### src/hw/rtl/sgpg_pkg.sv
// Shared types, constants and helpers for the serpentine grid point generator.
// Used by every module under hw/rtl; depends on nothing.
`default_nettype none

package sgpg_pkg;

	localparam int MAX_ROWS        = 1024;
	localparam int MAX_COLUMNS     = 1024;
	localparam int COORD_WIDTH_DEF = 24;

	// register and output width of row/column counts
	localparam int CNT_W = 11;
	// zero-based grid index width
	localparam int IDX_W = $clog2((MAX_ROWS > MAX_COLUMNS) ? MAX_ROWS : MAX_COLUMNS);

	// factors: unsigned, 15 fraction bits, 1.0 = 32768
	localparam int FACTOR_W    = 16;
	localparam int FACTOR_FRAC = 15;
	localparam int FACTOR_HALF = 16384;

	localparam int JOB_DEPTH   = 2;
	localparam int CFG_INDEX_W = 3;

	typedef enum logic [CFG_INDEX_W-1:0] {
		CFG_ORIGIN,
		CFG_ROW_END,
		CFG_COLUMN_END,
		CFG_OPPOSITE,
		CFG_ROW_TOTAL,
		CFG_COLUMN_TOTAL
	} cfg_index_t;

	typedef struct packed {
		logic [CNT_W-1:0] rows;
		logic [CNT_W-1:0] cols;
	} grid_size_t;

	typedef struct packed {
		logic [IDX_W-1:0] row;
		logic [IDX_W-1:0] col;
		logic             last;
	} job_t;

	typedef enum logic [1:0] {
		ST_IDLE,
		ST_DIVIDE,
		ST_LERP,
		ST_HOLD
	} back_state_t;

	// order of the six interpolations of one point
	typedef enum logic [2:0] {
		STEP_SX,
		STEP_SY,
		STEP_EX,
		STEP_EY,
		STEP_X,
		STEP_Y
	} lerp_step_t;

	// zero counts as one, anything above the maximum as the maximum
	function automatic logic [CNT_W-1:0] eff_count(input logic [CNT_W-1:0] total,
			input int unsigned max_count);
		logic [CNT_W-1:0] res;
		if (total == '0) begin
			res = CNT_W'(1);
		end else if (32'(total) > max_count) begin
			res = CNT_W'(max_count);
		end else begin
			res = total;
		end
		return res;
	endfunction

endpackage

`default_nettype wire

### src/hw/rtl/sgpg_fifo.sv
// Short job queue between the position front end and the arithmetic back end.
// Uses sgpg_pkg for its default depth.
`default_nettype none

module sgpg_fifo import sgpg_pkg::*; #(
	parameter int WIDTH = 1,
	parameter int DEPTH = JOB_DEPTH
) (
	input  wire logic             clk,
	input  wire logic             arst_n,
	input  wire logic             push,
	input  wire logic [WIDTH-1:0] push_data,
	output logic                  full,
	input  wire logic             pop,
	output logic                  pop_valid,
	output logic [WIDTH-1:0]      pop_data
);

	localparam int PTR_W = $clog2(DEPTH);
	localparam int CNT_W_Q = $clog2(DEPTH + 1);

	logic [WIDTH-1:0]   mem_q [DEPTH];
	logic [PTR_W-1:0]   wr_ptr_q;
	logic [PTR_W-1:0]   rd_ptr_q;
	logic [CNT_W_Q-1:0] count_q;

	assign full      = (count_q == CNT_W_Q'(DEPTH));
	assign pop_valid = (count_q != '0);
	assign pop_data  = mem_q[rd_ptr_q];

	always_ff @(posedge clk or negedge arst_n) begin
		if (!arst_n) begin
			wr_ptr_q <= '0;
			rd_ptr_q <= '0;
			count_q  <= '0;
		end else begin
			if (push) begin
				wr_ptr_q <= (wr_ptr_q == PTR_W'(DEPTH - 1)) ? '0 : wr_ptr_q + PTR_W'(1);
			end
			if (pop) begin
				rd_ptr_q <= (rd_ptr_q == PTR_W'(DEPTH - 1)) ? '0 : rd_ptr_q + PTR_W'(1);
			end
			if (push && !pop) begin
				count_q <= count_q + CNT_W_Q'(1);
			end else if (pop && !push) begin
				count_q <= count_q - CNT_W_Q'(1);
			end
		end
	end

	always_ff @(posedge clk) begin
		if (push) begin
			mem_q[wr_ptr_q] <= push_data;
		end
	end

	a_count_bound: assert property (@(posedge clk) disable iff (!arst_n)
		count_q <= CNT_W_Q'(DEPTH))
		else $error("job queue count above depth");
	a_no_overflow: assert property (@(posedge clk) disable iff (!arst_n)
		push |-> (!full || pop))
		else $error("push into full job queue");
	a_no_underflow: assert property (@(posedge clk) disable iff (!arst_n)
		pop |-> pop_valid)
		else $error("pop from empty job queue");

endmodule

`default_nettype wire

### src/hw/rtl/sgpg_front.sv
// Front end: takes request beats, keeps the serpentine position and queues jobs.
// Uses sgpg_pkg (job_t, grid_size_t).
`default_nettype none

module sgpg_front import sgpg_pkg::*; (
	input  wire logic       clk,
	input  wire logic       arst_n,
	input  wire logic       in_valid,
	output logic            in_stall,
	input  wire logic       restart,
	input  wire grid_size_t size,
	output logic            job_push,
	output job_t            job_data,
	input  wire logic       job_full
);

	logic [IDX_W-1:0] row_q;
	logic [IDX_W-1:0] visit_q;

	logic             wrap;
	logic [IDX_W-1:0] r;
	logic [IDX_W-1:0] v;
	logic [CNT_W-1:0] rows_m1;
	logic [CNT_W-1:0] cols_m1;
	logic [CNT_W-1:0] col_full;
	logic [CNT_W-1:0] v_inc;
	logic [CNT_W-1:0] r_inc;
	logic [IDX_W-1:0] r_nxt;
	logic [IDX_W-1:0] v_nxt;

	assign in_stall = job_full;
	assign job_push = in_valid && !job_full;

	always_comb begin
		// restart, or a position left outside a shrunk grid, starts over
		wrap = restart || (CNT_W'(row_q) >= size.rows) || (CNT_W'(visit_q) >= size.cols);
		r    = wrap ? '0 : row_q;
		v    = wrap ? '0 : visit_q;

		rows_m1  = size.rows - CNT_W'(1);
		cols_m1  = size.cols - CNT_W'(1);
		col_full = r[0] ? (cols_m1 - CNT_W'(v)) : CNT_W'(v);

		job_data.row  = r;
		job_data.col  = col_full[IDX_W-1:0];
		job_data.last = (CNT_W'(r) == rows_m1) && (CNT_W'(v) == cols_m1);

		v_inc = CNT_W'(v) + CNT_W'(1);
		r_inc = CNT_W'(r) + CNT_W'(1);
		if (v_inc >= size.cols) begin
			v_nxt = '0;
			r_nxt = (r_inc >= size.rows) ? '0 : r_inc[IDX_W-1:0];
		end else begin
			v_nxt = v_inc[IDX_W-1:0];
			r_nxt = r;
		end
	end

	always_ff @(posedge clk or negedge arst_n) begin
		if (!arst_n) begin
			row_q   <= '0;
			visit_q <= '0;
		end else if (job_push) begin
			row_q   <= r_nxt;
			visit_q <= v_nxt;
		end
	end

endmodule

`default_nettype wire

### src/hw/rtl/sgpg_div.sv
// Radix-4 restoring divider for one grid factor: round(idx * 32768 / den).
// Two quotient bits per cycle. Uses sgpg_pkg widths.
`default_nettype none

module sgpg_div import sgpg_pkg::*; (
	input  wire logic             clk,
	input  wire logic             arst_n,
	input  wire logic             start,
	input  wire logic [IDX_W-1:0] idx,
	input  wire logic [IDX_W-1:0] den,
	output logic                  busy,
	output logic [FACTOR_W-1:0]   quot
);

	localparam int DIV_W  = IDX_W + 1;
	localparam int STEPS  = FACTOR_W / 2;
	localparam int STEP_W = $clog2(STEPS);

	logic              busy_q;
	logic [STEP_W-1:0] cnt_q;
	logic [DIV_W-1:0]  rem_q;
	logic [DIV_W-1:0]  dvs_q;
	logic [FACTOR_W-1:0] low_q;
	logic [FACTOR_W-1:0] quot_q;

	logic [DIV_W:0]   t1;
	logic [DIV_W:0]   t2;
	logic             ge1;
	logic             ge2;
	logic [DIV_W-1:0] r1;
	logic [DIV_W-1:0] r2;

	assign busy = busy_q;
	assign quot = quot_q;

	// numerator is idx * 65536 + den, divisor 2 * den
	always_comb begin
		t1  = {rem_q, low_q[FACTOR_W-1]};
		ge1 = (t1 >= {1'b0, dvs_q});
		r1  = ge1 ? DIV_W'(t1 - {1'b0, dvs_q}) : t1[DIV_W-1:0];
		t2  = {r1, low_q[FACTOR_W-2]};
		ge2 = (t2 >= {1'b0, dvs_q});
		r2  = ge2 ? DIV_W'(t2 - {1'b0, dvs_q}) : t2[DIV_W-1:0];
	end

	always_ff @(posedge clk or negedge arst_n) begin
		if (!arst_n) begin
			busy_q <= 1'b0;
			cnt_q  <= '0;
		end else if (start) begin
			busy_q <= 1'b1;
			cnt_q  <= '0;
		end else if (busy_q) begin
			cnt_q <= cnt_q + STEP_W'(1);
			if (cnt_q == STEP_W'(STEPS - 1)) begin
				busy_q <= 1'b0;
			end
		end
	end

	always_ff @(posedge clk) begin
		if (start) begin
			rem_q  <= DIV_W'(idx);
			dvs_q  <= {den, 1'b0};
			low_q  <= FACTOR_W'(den);
			quot_q <= '0;
		end else if (busy_q) begin
			rem_q  <= r2;
			low_q  <= {low_q[FACTOR_W-3:0], 2'b00};
			quot_q <= {quot_q[FACTOR_W-3:0], ge1, ge2};
		end
	end

endmodule

`default_nettype wire

### src/hw/rtl/sgpg_back.sv
// Back end: per job computes both factors, runs six interpolations on one
// shared multiplier and parks the point in the output register.
// Uses sgpg_pkg and instantiates sgpg_div twice.
`default_nettype none

module sgpg_back import sgpg_pkg::*; #(
	parameter int COORD_WIDTH = COORD_WIDTH_DEF
) (
	input  wire logic                            clk,
	input  wire logic                            arst_n,
	input  wire logic                            job_valid,
	input  wire job_t                            job_data,
	output logic                                 job_pop,
	input  wire grid_size_t                      size,
	input  wire logic [3:0][2*COORD_WIDTH-1:0]   corners,
	output logic                                 out_valid,
	input  wire logic                            out_stall,
	output logic signed [COORD_WIDTH-1:0]        point_x,
	output logic signed [COORD_WIDTH-1:0]        point_y,
	output logic [CNT_W-1:0]                     row_number,
	output logic [CNT_W-1:0]                     column_number,
	output logic                                 final_point
);

	localparam int CW     = COORD_WIDTH;
	localparam int PROD_W = CW + FACTOR_W + 2;
	localparam int SUM_W  = PROD_W - FACTOR_FRAC;

	back_state_t state_q;
	back_state_t state_nxt;
	lerp_step_t  step_q;
	logic        phase_q;
	job_t        job_q;

	logic signed [PROD_W-1:0] prod_q;
	logic signed [CW-1:0]     a_q;
	logic signed [CW-1:0]     sx_q;
	logic signed [CW-1:0]     sy_q;
	logic signed [CW-1:0]     ex_q;
	logic signed [CW-1:0]     ey_q;
	logic signed [CW-1:0]     x_q;
	// last interpolation result waits in a register of its own
	logic signed [CW-1:0]     y_q;

	logic              out_valid_q;
	logic signed [CW-1:0] point_x_q;
	logic signed [CW-1:0] point_y_q;
	logic [CNT_W-1:0]  row_number_q;
	logic [CNT_W-1:0]  column_number_q;
	logic              final_point_q;

	logic              div_start;
	logic              mul_en;
	logic              fin_en;
	logic              out_free;
	logic              out_load;

	logic              row_busy;
	logic              col_busy;
	logic [FACTOR_W-1:0] row_quot;
	logic [FACTOR_W-1:0] col_quot;
	logic [CNT_W-1:0]  rows_m1;
	logic [CNT_W-1:0]  cols_m1;
	logic [FACTOR_W-1:0] fr;
	logic [FACTOR_W-1:0] fc;

	logic signed [CW-1:0]       a_sel;
	logic signed [CW-1:0]       b_sel;
	logic [FACTOR_W-1:0]        f_sel;
	logic signed [CW:0]         diff;
	logic signed [FACTOR_W:0]   f_s;
	logic signed [PROD_W-1:0]   prod;
	logic signed [PROD_W-1:0]   rnd;
	logic signed [PROD_W-1:0]   shifted;
	logic [SUM_W-1:0]           sum;
	logic [3:0]                 top;
	logic signed [CW-1:0]       res;

	assign rows_m1 = size.rows - CNT_W'(1);
	assign cols_m1 = size.cols - CNT_W'(1);

	sgpg_div u_div_row (
		.clk    (clk),
		.arst_n (arst_n),
		.start  (div_start),
		.idx    (job_data.row),
		.den    (rows_m1[IDX_W-1:0]),
		.busy   (row_busy),
		.quot   (row_quot)
	);

	sgpg_div u_div_col (
		.clk    (clk),
		.arst_n (arst_n),
		.start  (div_start),
		.idx    (job_data.col),
		.den    (cols_m1[IDX_W-1:0]),
		.busy   (col_busy),
		.quot   (col_quot)
	);

	// a single row or column sits at one half
	assign fr = (rows_m1 == '0) ? FACTOR_W'(FACTOR_HALF) : row_quot;
	assign fc = (cols_m1 == '0) ? FACTOR_W'(FACTOR_HALF) : col_quot;

	assign out_free = !out_valid_q || !out_stall;

	always_comb begin
		state_nxt = state_q;
		unique case (state_q)
			ST_IDLE:   if (job_valid) state_nxt = ST_DIVIDE;
			ST_DIVIDE: if (!row_busy) state_nxt = ST_LERP;
			ST_LERP:   if (phase_q && step_q == STEP_Y) state_nxt = ST_HOLD;
			ST_HOLD:   if (out_free) state_nxt = ST_IDLE;
			default:   state_nxt = ST_IDLE;
		endcase
	end

	always_comb begin
		job_pop   = 1'b0;
		div_start = 1'b0;
		mul_en    = 1'b0;
		fin_en    = 1'b0;
		out_load  = 1'b0;
		unique case (state_q)
			ST_IDLE: begin
				job_pop   = job_valid;
				div_start = job_valid;
			end
			ST_DIVIDE: ;
			ST_LERP: begin
				mul_en = !phase_q;
				fin_en = phase_q;
			end
			ST_HOLD: begin
				out_load = out_free;
			end
			default: ;
		endcase
	end

	// operand select: row start/end points first, then the column blend
	always_comb begin
		case (step_q)
			STEP_SX: begin
				a_sel = corners[0][2*CW-1:CW];
				b_sel = corners[1][2*CW-1:CW];
				f_sel = fr;
			end
			STEP_SY: begin
				a_sel = corners[0][CW-1:0];
				b_sel = corners[1][CW-1:0];
				f_sel = fr;
			end
			STEP_EX: begin
				a_sel = corners[2][2*CW-1:CW];
				b_sel = corners[3][2*CW-1:CW];
				f_sel = fr;
			end
			STEP_EY: begin
				a_sel = corners[2][CW-1:0];
				b_sel = corners[3][CW-1:0];
				f_sel = fr;
			end
			STEP_X: begin
				a_sel = sx_q;
				b_sel = ex_q;
				f_sel = fc;
			end
			STEP_Y: begin
				a_sel = sy_q;
				b_sel = ey_q;
				f_sel = fc;
			end
			default: begin
				a_sel = sx_q;
				b_sel = ex_q;
				f_sel = fc;
			end
		endcase
	end

	always_comb begin
		diff = {b_sel[CW-1], b_sel} - {a_sel[CW-1], a_sel};
		f_s  = {1'b0, f_sel};
		prod = diff * f_s;

		// round half up, floor shift, then saturate to the coordinate range
		rnd     = prod_q + PROD_W'(FACTOR_HALF);
		shifted = rnd >>> FACTOR_FRAC;
		sum     = {{(SUM_W - CW){a_q[CW-1]}}, a_q} + shifted[SUM_W-1:0];
		top     = sum[CW+2:CW-1];
		if (top == 4'b0000 || top == 4'b1111) begin
			res = sum[CW-1:0];
		end else if (sum[SUM_W-1]) begin
			res = {1'b1, {(CW-1){1'b0}}};
		end else begin
			res = {1'b0, {(CW-1){1'b1}}};
		end
	end

	always_ff @(posedge clk or negedge arst_n) begin
		if (!arst_n) begin
			state_q     <= ST_IDLE;
			step_q      <= STEP_SX;
			phase_q     <= 1'b0;
			out_valid_q <= 1'b0;
		end else begin
			state_q <= state_nxt;
			if (state_q == ST_DIVIDE) begin
				step_q  <= STEP_SX;
				phase_q <= 1'b0;
			end else if (state_q == ST_LERP) begin
				phase_q <= !phase_q;
				if (phase_q && step_q != STEP_Y) begin
					step_q <= lerp_step_t'(step_q + 3'd1);
				end
			end
			if (out_load) begin
				out_valid_q <= 1'b1;
			end else if (!out_stall) begin
				out_valid_q <= 1'b0;
			end
		end
	end

	always_ff @(posedge clk) begin
		if (job_pop) begin
			job_q <= job_data;
		end
		if (mul_en) begin
			prod_q <= prod;
			a_q    <= a_sel;
		end
		if (fin_en) begin
			case (step_q)
				STEP_SX: sx_q <= res;
				STEP_SY: sy_q <= res;
				STEP_EX: ex_q <= res;
				STEP_EY: ey_q <= res;
				STEP_X:  x_q  <= res;
				default: y_q  <= res;
			endcase
		end
		if (out_load) begin
			point_x_q       <= x_q;
			point_y_q       <= y_q;
			row_number_q    <= CNT_W'(job_q.row) + CNT_W'(1);
			column_number_q <= CNT_W'(job_q.col) + CNT_W'(1);
			final_point_q   <= job_q.last;
		end
	end

	assign out_valid     = out_valid_q;
	assign point_x       = point_x_q;
	assign point_y       = point_y_q;
	assign row_number    = row_number_q;
	assign column_number = column_number_q;
	assign final_point   = final_point_q;

	a_div_lockstep: assert property (@(posedge clk) disable iff (!arst_n)
		row_busy == col_busy)
		else $error("row and column dividers out of step");
	a_lerp_after_div: assert property (@(posedge clk) disable iff (!arst_n)
		state_q == ST_LERP |-> !row_busy && !col_busy)
		else $error("interpolation started before factors were ready");
	a_hold_waits: assert property (@(posedge clk) disable iff (!arst_n)
		(state_q == ST_HOLD && out_valid_q && out_stall) |=> state_q == ST_HOLD)
		else $error("finished point dropped while output stalled");

endmodule

`default_nettype wire

### src/hw/rtl/serpentine_grid_point_generator.sv
// Serpentine grid point generator. Each request beat (restart = 1 starts over at the
// first grid point, 0 moves on) yields one result beat with a bilinearly interpolated
// point (signed, 8 fraction bits), its one-based row and column and a flag on the last
// point; even rows run left to right, odd rows right to left, and the grid wraps after
// its last point. In the back end a point is handled in steps: fetch the job, run the
// two radix-4 factor dividers side by side, do six interpolations on one shared
// multiplier (each a multiply, then round and saturate) and hand over to the output
// register. The front end queues up to two positions, so requests are taken while the
// back end works and while a result waits, until the queue is full. The user is to
// write registers only while the block is idle; the block does not enforce this.
// Depends on sgpg_pkg, sgpg_front, sgpg_fifo, sgpg_back (which uses sgpg_div).
`default_nettype none

module serpentine_grid_point_generator import sgpg_pkg::*; #(
	parameter int COORD_WIDTH = COORD_WIDTH_DEF
) (
	input  wire logic                         clk,
	input  wire logic                         arst_n,
	input  wire logic                         cfg_write,
	input  wire logic [CFG_INDEX_W-1:0]       cfg_index,
	input  wire logic [2*COORD_WIDTH-1:0]     cfg_data,
	input  wire logic                         in_valid,
	output logic                              in_stall,
	input  wire logic                         restart,
	output logic                              out_valid,
	input  wire logic                         out_stall,
	output logic signed [COORD_WIDTH-1:0]     point_x,
	output logic signed [COORD_WIDTH-1:0]     point_y,
	output logic [CNT_W-1:0]                  row_number,
	output logic [CNT_W-1:0]                  column_number,
	output logic                              final_point
);

	logic [3:0][2*COORD_WIDTH-1:0] corner_q;
	logic [CNT_W-1:0]              row_total_q;
	logic [CNT_W-1:0]              column_total_q;
	grid_size_t                    size;

	logic job_push;
	job_t job_in;
	logic job_full;
	logic job_pop;
	logic job_valid;
	job_t job_out;

	always_ff @(posedge clk or negedge arst_n) begin
		if (!arst_n) begin
			corner_q       <= '0;
			row_total_q    <= CNT_W'(1);
			column_total_q <= CNT_W'(1);
		end else if (cfg_write) begin
			unique case (cfg_index_t'(cfg_index))
				CFG_ORIGIN:       corner_q[0]    <= cfg_data;
				CFG_ROW_END:      corner_q[1]    <= cfg_data;
				CFG_COLUMN_END:   corner_q[2]    <= cfg_data;
				CFG_OPPOSITE:     corner_q[3]    <= cfg_data;
				CFG_ROW_TOTAL:    row_total_q    <= cfg_data[CNT_W-1:0];
				CFG_COLUMN_TOTAL: column_total_q <= cfg_data[CNT_W-1:0];
				default: ;
			endcase
		end
	end

	assign size.rows = eff_count(row_total_q, MAX_ROWS);
	assign size.cols = eff_count(column_total_q, MAX_COLUMNS);

	sgpg_front u_front (
		.clk      (clk),
		.arst_n   (arst_n),
		.in_valid (in_valid),
		.in_stall (in_stall),
		.restart  (restart),
		.size     (size),
		.job_push (job_push),
		.job_data (job_in),
		.job_full (job_full)
	);

	sgpg_fifo #(
		.WIDTH ($bits(job_t)),
		.DEPTH (JOB_DEPTH)
	) u_fifo (
		.clk       (clk),
		.arst_n    (arst_n),
		.push      (job_push),
		.push_data (job_in),
		.full      (job_full),
		.pop       (job_pop),
		.pop_valid (job_valid),
		.pop_data  (job_out)
	);

	sgpg_back #(
		.COORD_WIDTH (COORD_WIDTH)
	) u_back (
		.clk           (clk),
		.arst_n        (arst_n),
		.job_valid     (job_valid),
		.job_data      (job_out),
		.job_pop       (job_pop),
		.size          (size),
		.corners       (corner_q),
		.out_valid     (out_valid),
		.out_stall     (out_stall),
		.point_x       (point_x),
		.point_y       (point_y),
		.row_number    (row_number),
		.column_number (column_number),
		.final_point   (final_point)
	);

endmodule

`default_nettype wire
### config.mk
export PLATFORM = sky130hd
export DESIGN_NAME = serpentine_grid_point_generator
export DESIGN_NICKNAME = d
export VERILOG_FILES = /design/src/hw/rtl/sgpg_pkg.sv /design/src/hw/rtl/sgpg_fifo.sv /design/src/hw/rtl/sgpg_front.sv /design/src/hw/rtl/sgpg_div.sv /design/src/hw/rtl/sgpg_back.sv /design/src/hw/rtl/serpentine_grid_point_generator.sv
export SDC_FILE = /design/constraint.sdc
export NUM_CORES = 2
export LEC_CHECK = 0
export BUFFER_PORTS_ARGS = -buffer_cell sky130_fd_sc_hd__buf_2
export CORE_UTILIZATION = 50
export DETAILED_ROUTE_END_ITERATION = 12
export GPL_TIMING_DRIVEN = 0
export HOLD_SLACK_MARGIN = 0.1
export PLACE_DENSITY = 0.66
export SLEW_MARGIN = 10
export SYNTH_ARGS = -nofsm -noshare
export SYNTH_HDL_FRONTEND = slang
export SYNTH_HIERARCHICAL = 1
export SYNTH_SLANG_ARGS = --single-unit
### constraint.sdc
create_clock -name clk -period 23.6 [get_ports clk]
set_input_delay 3.54 -clock clk [delete_from_list [all_inputs] [get_ports clk]]
set_output_delay 3.54 -clock clk [all_outputs]
set_load 0.02 [all_outputs]
# Word level (Yosys, flattened, before mapping)
# Memories as Yosys holds them, arrays and structs flattened.
# Cells that the tools add are included.
# word_totals
regBits,661
ramBits,42
in_bits,57
elab_cells,213
mem_count,1
# memory_table
name,words,word_bits,read_ports,rd_ports_with_merged_regs,write_ports,line_no,rtl
u_fifo.mem_q,2,21,1,0,1,sgpg_fifo.sv:22,logic [WIDTH-1:0] mem_q [DEPTH];
# op_classes
addsub,21
mul,1
n_lt_le_gt_ge,10
eq_ne,25
muxes,61
n_bitwise,1
n_reduce_logical,46
# op_table
op,count
24-bit one-hot mux with 5 select lines,2
10-bit 2-to-1 mux,14
11-bit 2-to-1 mux,8
12-bit by 11-bit greater-or-equal comparator with 1-bit output,4
16-bit 2-to-1 mux,3
24-bit 2-to-1 mux,2
10-bit by 1-bit adder with 11-bit output (second input constant),4
11-bit logical NOT,4
11-bit subtractor,4
42-bit by 16-bit adder with 42-bit output (second input constant),1
25-bit by 17-bit multiplier with 42-bit output,1
27-bit adder,1
2-bit AND reduction,13
24-bit by 24-bit subtractor with 25-bit output,1
10-bit by 11-bit equality test with 1-bit output,2
10-bit by 11-bit greater-or-equal comparator with 1-bit output,2
11-bit greater-or-equal comparator,2
11-bit > comparator (second input constant),2
11-bit by 1-bit subtractor with 11-bit output (second input constant),2
3-bit 2-to-1 mux,7
3-bit equality test (second input constant),6
1-bit 2-to-1 mux,18
3-bit by 2-bit equality test with 1-bit output (second input constant),4
2-bit 2-to-1 mux,6
24 further kinds,52

# Longest topological paths before layout
# logic_depth
ltp_word,11
depth_mapped,44
ltp_nobuf,40

# By module
# The synthesis kept the hierarchy.
# by_module_without_submodules
mod,instances,cells_each,area_each_um2
sgpg_back,1,2811,29385.7
serpentine_grid_point_generator,1,488,8434.3
sgpg_div,2,311,3313.2
sgpg_front,1,447,3437.0
sgpg_fifo,1,81,1709.1

# Worst setup path after synthesis
# No wires, ideal clock.
# synth_timing
kind,flip-flop to flip-flop
startpoint,register u_back.step_q[2]
endpoint,"register u_back.prod_q[41], data pin"
setup_ns,0.260
t_arrival_ns,9.784
t_required_ns,23.340
path_slack_ns,13.556
path_stages_with_launch,42
n_path_buf,5
period_less_slack_ns,10.044
cell_sequence,dfrtp_1 > clkbuf_1 > buf_1 > inv_1 > ha_1 > clkbuf_1 > clkbuf_1 > a222oi_1 > o211ai_1 > o21ai_0 > ha_1 > inv_1 > fa_1 > a21oi_1 > o21ai_0 > a21oi_2 > o21a_1 > o21ai_2 > [6 not listed] > fa_1 > inv_1 > fa_1 > fa_1 > fa_1 > inv_1 > fa_1 > inv_1 > ha_1 > nand2_1 > nor3_1 > nand3_1 > a21oi_1 > or3_4 > a2111oi_4 > nor2_2 > a311oi_2 > xnor2_1
# synth_via
elab_chain_len,4
elab_cells_between_ends,11
classes_between,add/sub: 1; mul: 1; eq/ne: 4; mux: 3; reduce/logical: 2
# synth_lines
item,line_no,rtl
from (decl),sgpg_back.sv:31,lerp_step_t step_q;
from (signal assigned),sgpg_back.sv:216,step_q <= lerp_step_t'(step_q + 3'd1);
"3-bit equality test, or another cell as far along",sgpg_back.sv:144,case (step_q)
24-bit one-hot mux with 5 select lines / 4-bit OR reduction (equally long branches),n/a,
24-bit by 24-bit subtractor with 25-bit output / 16-bit 2-to-1 mux (equally long branches),"sgpg_back.sv:184, sgpg_back.sv:144",
25-bit by 17-bit multiplier with 42-bit output *,sgpg_back.sv:186,prod = diff * f_s;
named net u_back.prod[41],sgpg_back.sv:72,logic signed [PROD_W-1:0] prod;
to (signal assigned),sgpg_back.sv:232,prod_q <= prod;
to (decl),sgpg_back.sv:35,logic signed [PROD_W-1:0] prod_q;
# The timed path passes the listed nets; every way through them passes the cells marked *.
# A chain may end at the register's enable or synchronous reset.

# Worst setup path after layout
# layout_timing
startpoint,register u_back.step_q[0]
endpoint,"register u_back.prod_q[41], data pin"
# The elaborated chain is that of the path after synthesis.

==> run_results.csv <==
group,metric,value,unit
critical_path,arrival,12730,ps
cells_and_area,antenna_cells,0,
drt,drcViolationCount,0,
timing,maxSlewViolCount,0,
cells_and_area,area_growth,10.3,%
critical_path,critPathBufInv,7,
run_status,status,"completed",
critical_path,slowest_delay,790,ps
placed_design,place_ws,11410,ps
critical_path,worst_setup_path_start_kind,"flip-flop",
timing,tns,0,ps
synthesis,ys_ff_latch,689,
drt,wl,132,mm
timing,worst_slew_pin_slew,1230,ps
critical_path,worst_path_most_repeated_cell,"fa_1",
placed_design,post-dp-hpwl,103,mm
cells_and_area,instances_no_fill,6021,
synthesis,ys_seq_area_frac,0.382,
cells_and_area,mostFrequentLayoutCells,"inv_1, fa_1, edfxtp_1",
critical_path,critPathTopFamily,"adder cells",
timing,hold_violations,0,
synthesis,synth_async_sr_flop_share,0.367,
timing,fin_crit_sh,0.523,
critical_path,cp_slowest_cell,"a21boi_0",
drt,drtAntennaViolNets,0,
critical_path,worstPathMaxFanout,10,
timing,finalWorstSetupSlack,11250,ps
clock_tree,cts_tree,"done",
drt,dr.pass1.iters,8,
floorplanning,die_h,317,microns
synthesis,synthCells,4449,
drt,avgRoutedWirePerCell,21.9,microns
critical_path,endpoint_kind,"flip-flop",
global_routing,grt_pass1_wl,206,mm
cells_and_area,final_common_cell,"inv_1",
clock_tree,cts.repair.resized,0,
floorplanning,rows,115,
drt,vias,34293,
critical_path,cp.depth,35,
synthesis,synth_ff_type,"edfxtp_1",
clock_tree,numCtsBuffers,74,
global_routing,antenna_found_initial,2,
cells_and_area,fin_area,54700,sq um
synthesis,synth_edf_count,390,
synthesis,yosysWarnings,6,
synthesis,syn_nets,5169,
floorplanning,initial_utilization,0.505,
clock_tree,ctsHoldBuffers,0,
timing,setup_viol,0,
clock_tree,clk_path_buf_depth,3,
synthesis,synth_cell_types,116,
cells_and_area,fin_nets,5392,
timing,relSlewSlack,0.174,
clock_tree,cts_root_buf,"clkbuf_16",
clock_tree,insertion_delay,650,ps
synthesis,synth_area_per_cell,11.1,sq um
floorplanning,io_pins,130,
global_routing,grt_pass1_vias,35164,
floorplanning,die-area,100000,sq um
timing,timing.fmax,81.0,MHz
global_routing,grt_max_degree,102,
timing,fin_crit,12350,ps
critical_path,crit_type,"reg -> reg",
global_routing,overflow,0,
timing,rsz0062_at_grt,"no",
placed_design,globalplace.congestion,0.943,
floorplanning,dieWidth,317,microns
hold_path,hold_depth,0,
hold_path,min_path_type,"reg -> reg",
job,maxCapViolCount,0,
critical_path,required,23980,ps
clock_tree,cts_sinks,689,
clock_tree,cts_setup_buffers,0,
critical_path,r2r_cells,35,
clock_tree,clkTransAtPathRegs,60,ps
drt,vias_per_cell,5.70,
placed_design,placed_area,52200,sq um
placed_design,placed_cells,5883,
cells_and_area,layout-drive-gt1-share,0.148,
floorplanning,coreArea,98300,sq um
clock_tree,htreeDepth,3,
synthesis,syn_area,49600,sq um
placed_design,port_buffers,129,
global_routing,grt.total_usage,0.270,
timing,fin_skew,34.1,ps
drt,drtIter0Drc,2888,
cells in the mapped netlist, types with 78 or more instances:
cell type / count / area, sq um
mux2i_1: 93 / 931
o21ai_0: 91 / 455
edfxtp_1: 390 / 11700
inv_1: 594 / 2230
a21oi_1: 123 / 616
fa_1: 396 / 7930
nor2_1: 362 / 1360
xor2_1: 78 / 683
xnor2_1: 146 / 1280
ha_1: 267 / 3340
nand2_1: 357 / 1340
dfrtp_1: 251 / 6280
mux2_2: 203 / 2290
clkbuf_1: 90 / 338
final timing paths:
path                                  start            endpoint  slack (ps)
min in group asynchronous            arst_n        corner_q[38]        2930
max reg2reg                u_back/step_q[0]   u_back/prod_q[41]       11250
min reg2reg                  u_back/x_q[14]  u_back/point_x[14]         410
max in group asynchronous            arst_n    u_front/row_q[2]       19310
min                          u_back/x_q[14]  u_back/point_x[14]         410
max                        u_back/step_q[0]   u_back/prod_q[41]       11250
layout make-up:
class                   instances  area (sq um)
plain buffers                 175           918
clock buffers                 106          2180
clock inverters                32           289
fillers                      8404         43600
inverters                     595          2230
multi-input cells            2990         27500
flip-flops and latches        689         19000
well taps                    1287          1610
repair buffers                147           973
kinds of logic (layout without fill, tap and decap cells):
group	count (synthesis)	count (layout)	synth area share
fa+ha+maj	663	663	0.227
xor+xnor	230	230	0.0415
compound gates	667	667	0.100
simple gates	1072	1072	0.101
mux	358	358	0.0835
buf+inv	770	1055	0.0636
flops	689	689	0.382
stage by stage:
stage / hold slack, ps / utilization
after global routing: 414 / 0.557
after detailed placement: 405 / 0.531
final: 414 / 0.557
after CTS: 416 / 0.557
after floorplan: 400 / -
after global placement: 401 / 0.528
sequential cells by signal, indices dropped and copies added (netlist names), 21 cells and up:
signal / cells
u_fifo/mem_q: 42
u_back/point_y: 24
u_back/ex_q: 24
u_back/prod_q: 28
u_back/y_q: 24
corner_q: 192
u_back/x_q: 24
u_back/point_x: 24
u_back/sy_q: 24
u_back/a_q: 24
u_back/job_q: 21
u_back/sx_q: 24
u_back/ey_q: 24
layer usage:
metal	vias up	track usage	share of wire
li1	15648	-	-
met1	17209	0.363	0.42
met2	1161	0.442	0.48
met3	273	0.0408	0.063
met4	2	0.0995	0.038
met5	-	0	0.000084
Power is left out: the tool's default activity adds up to more than one toggle a clock period on the data nets, which glitch-free logic cannot reach.
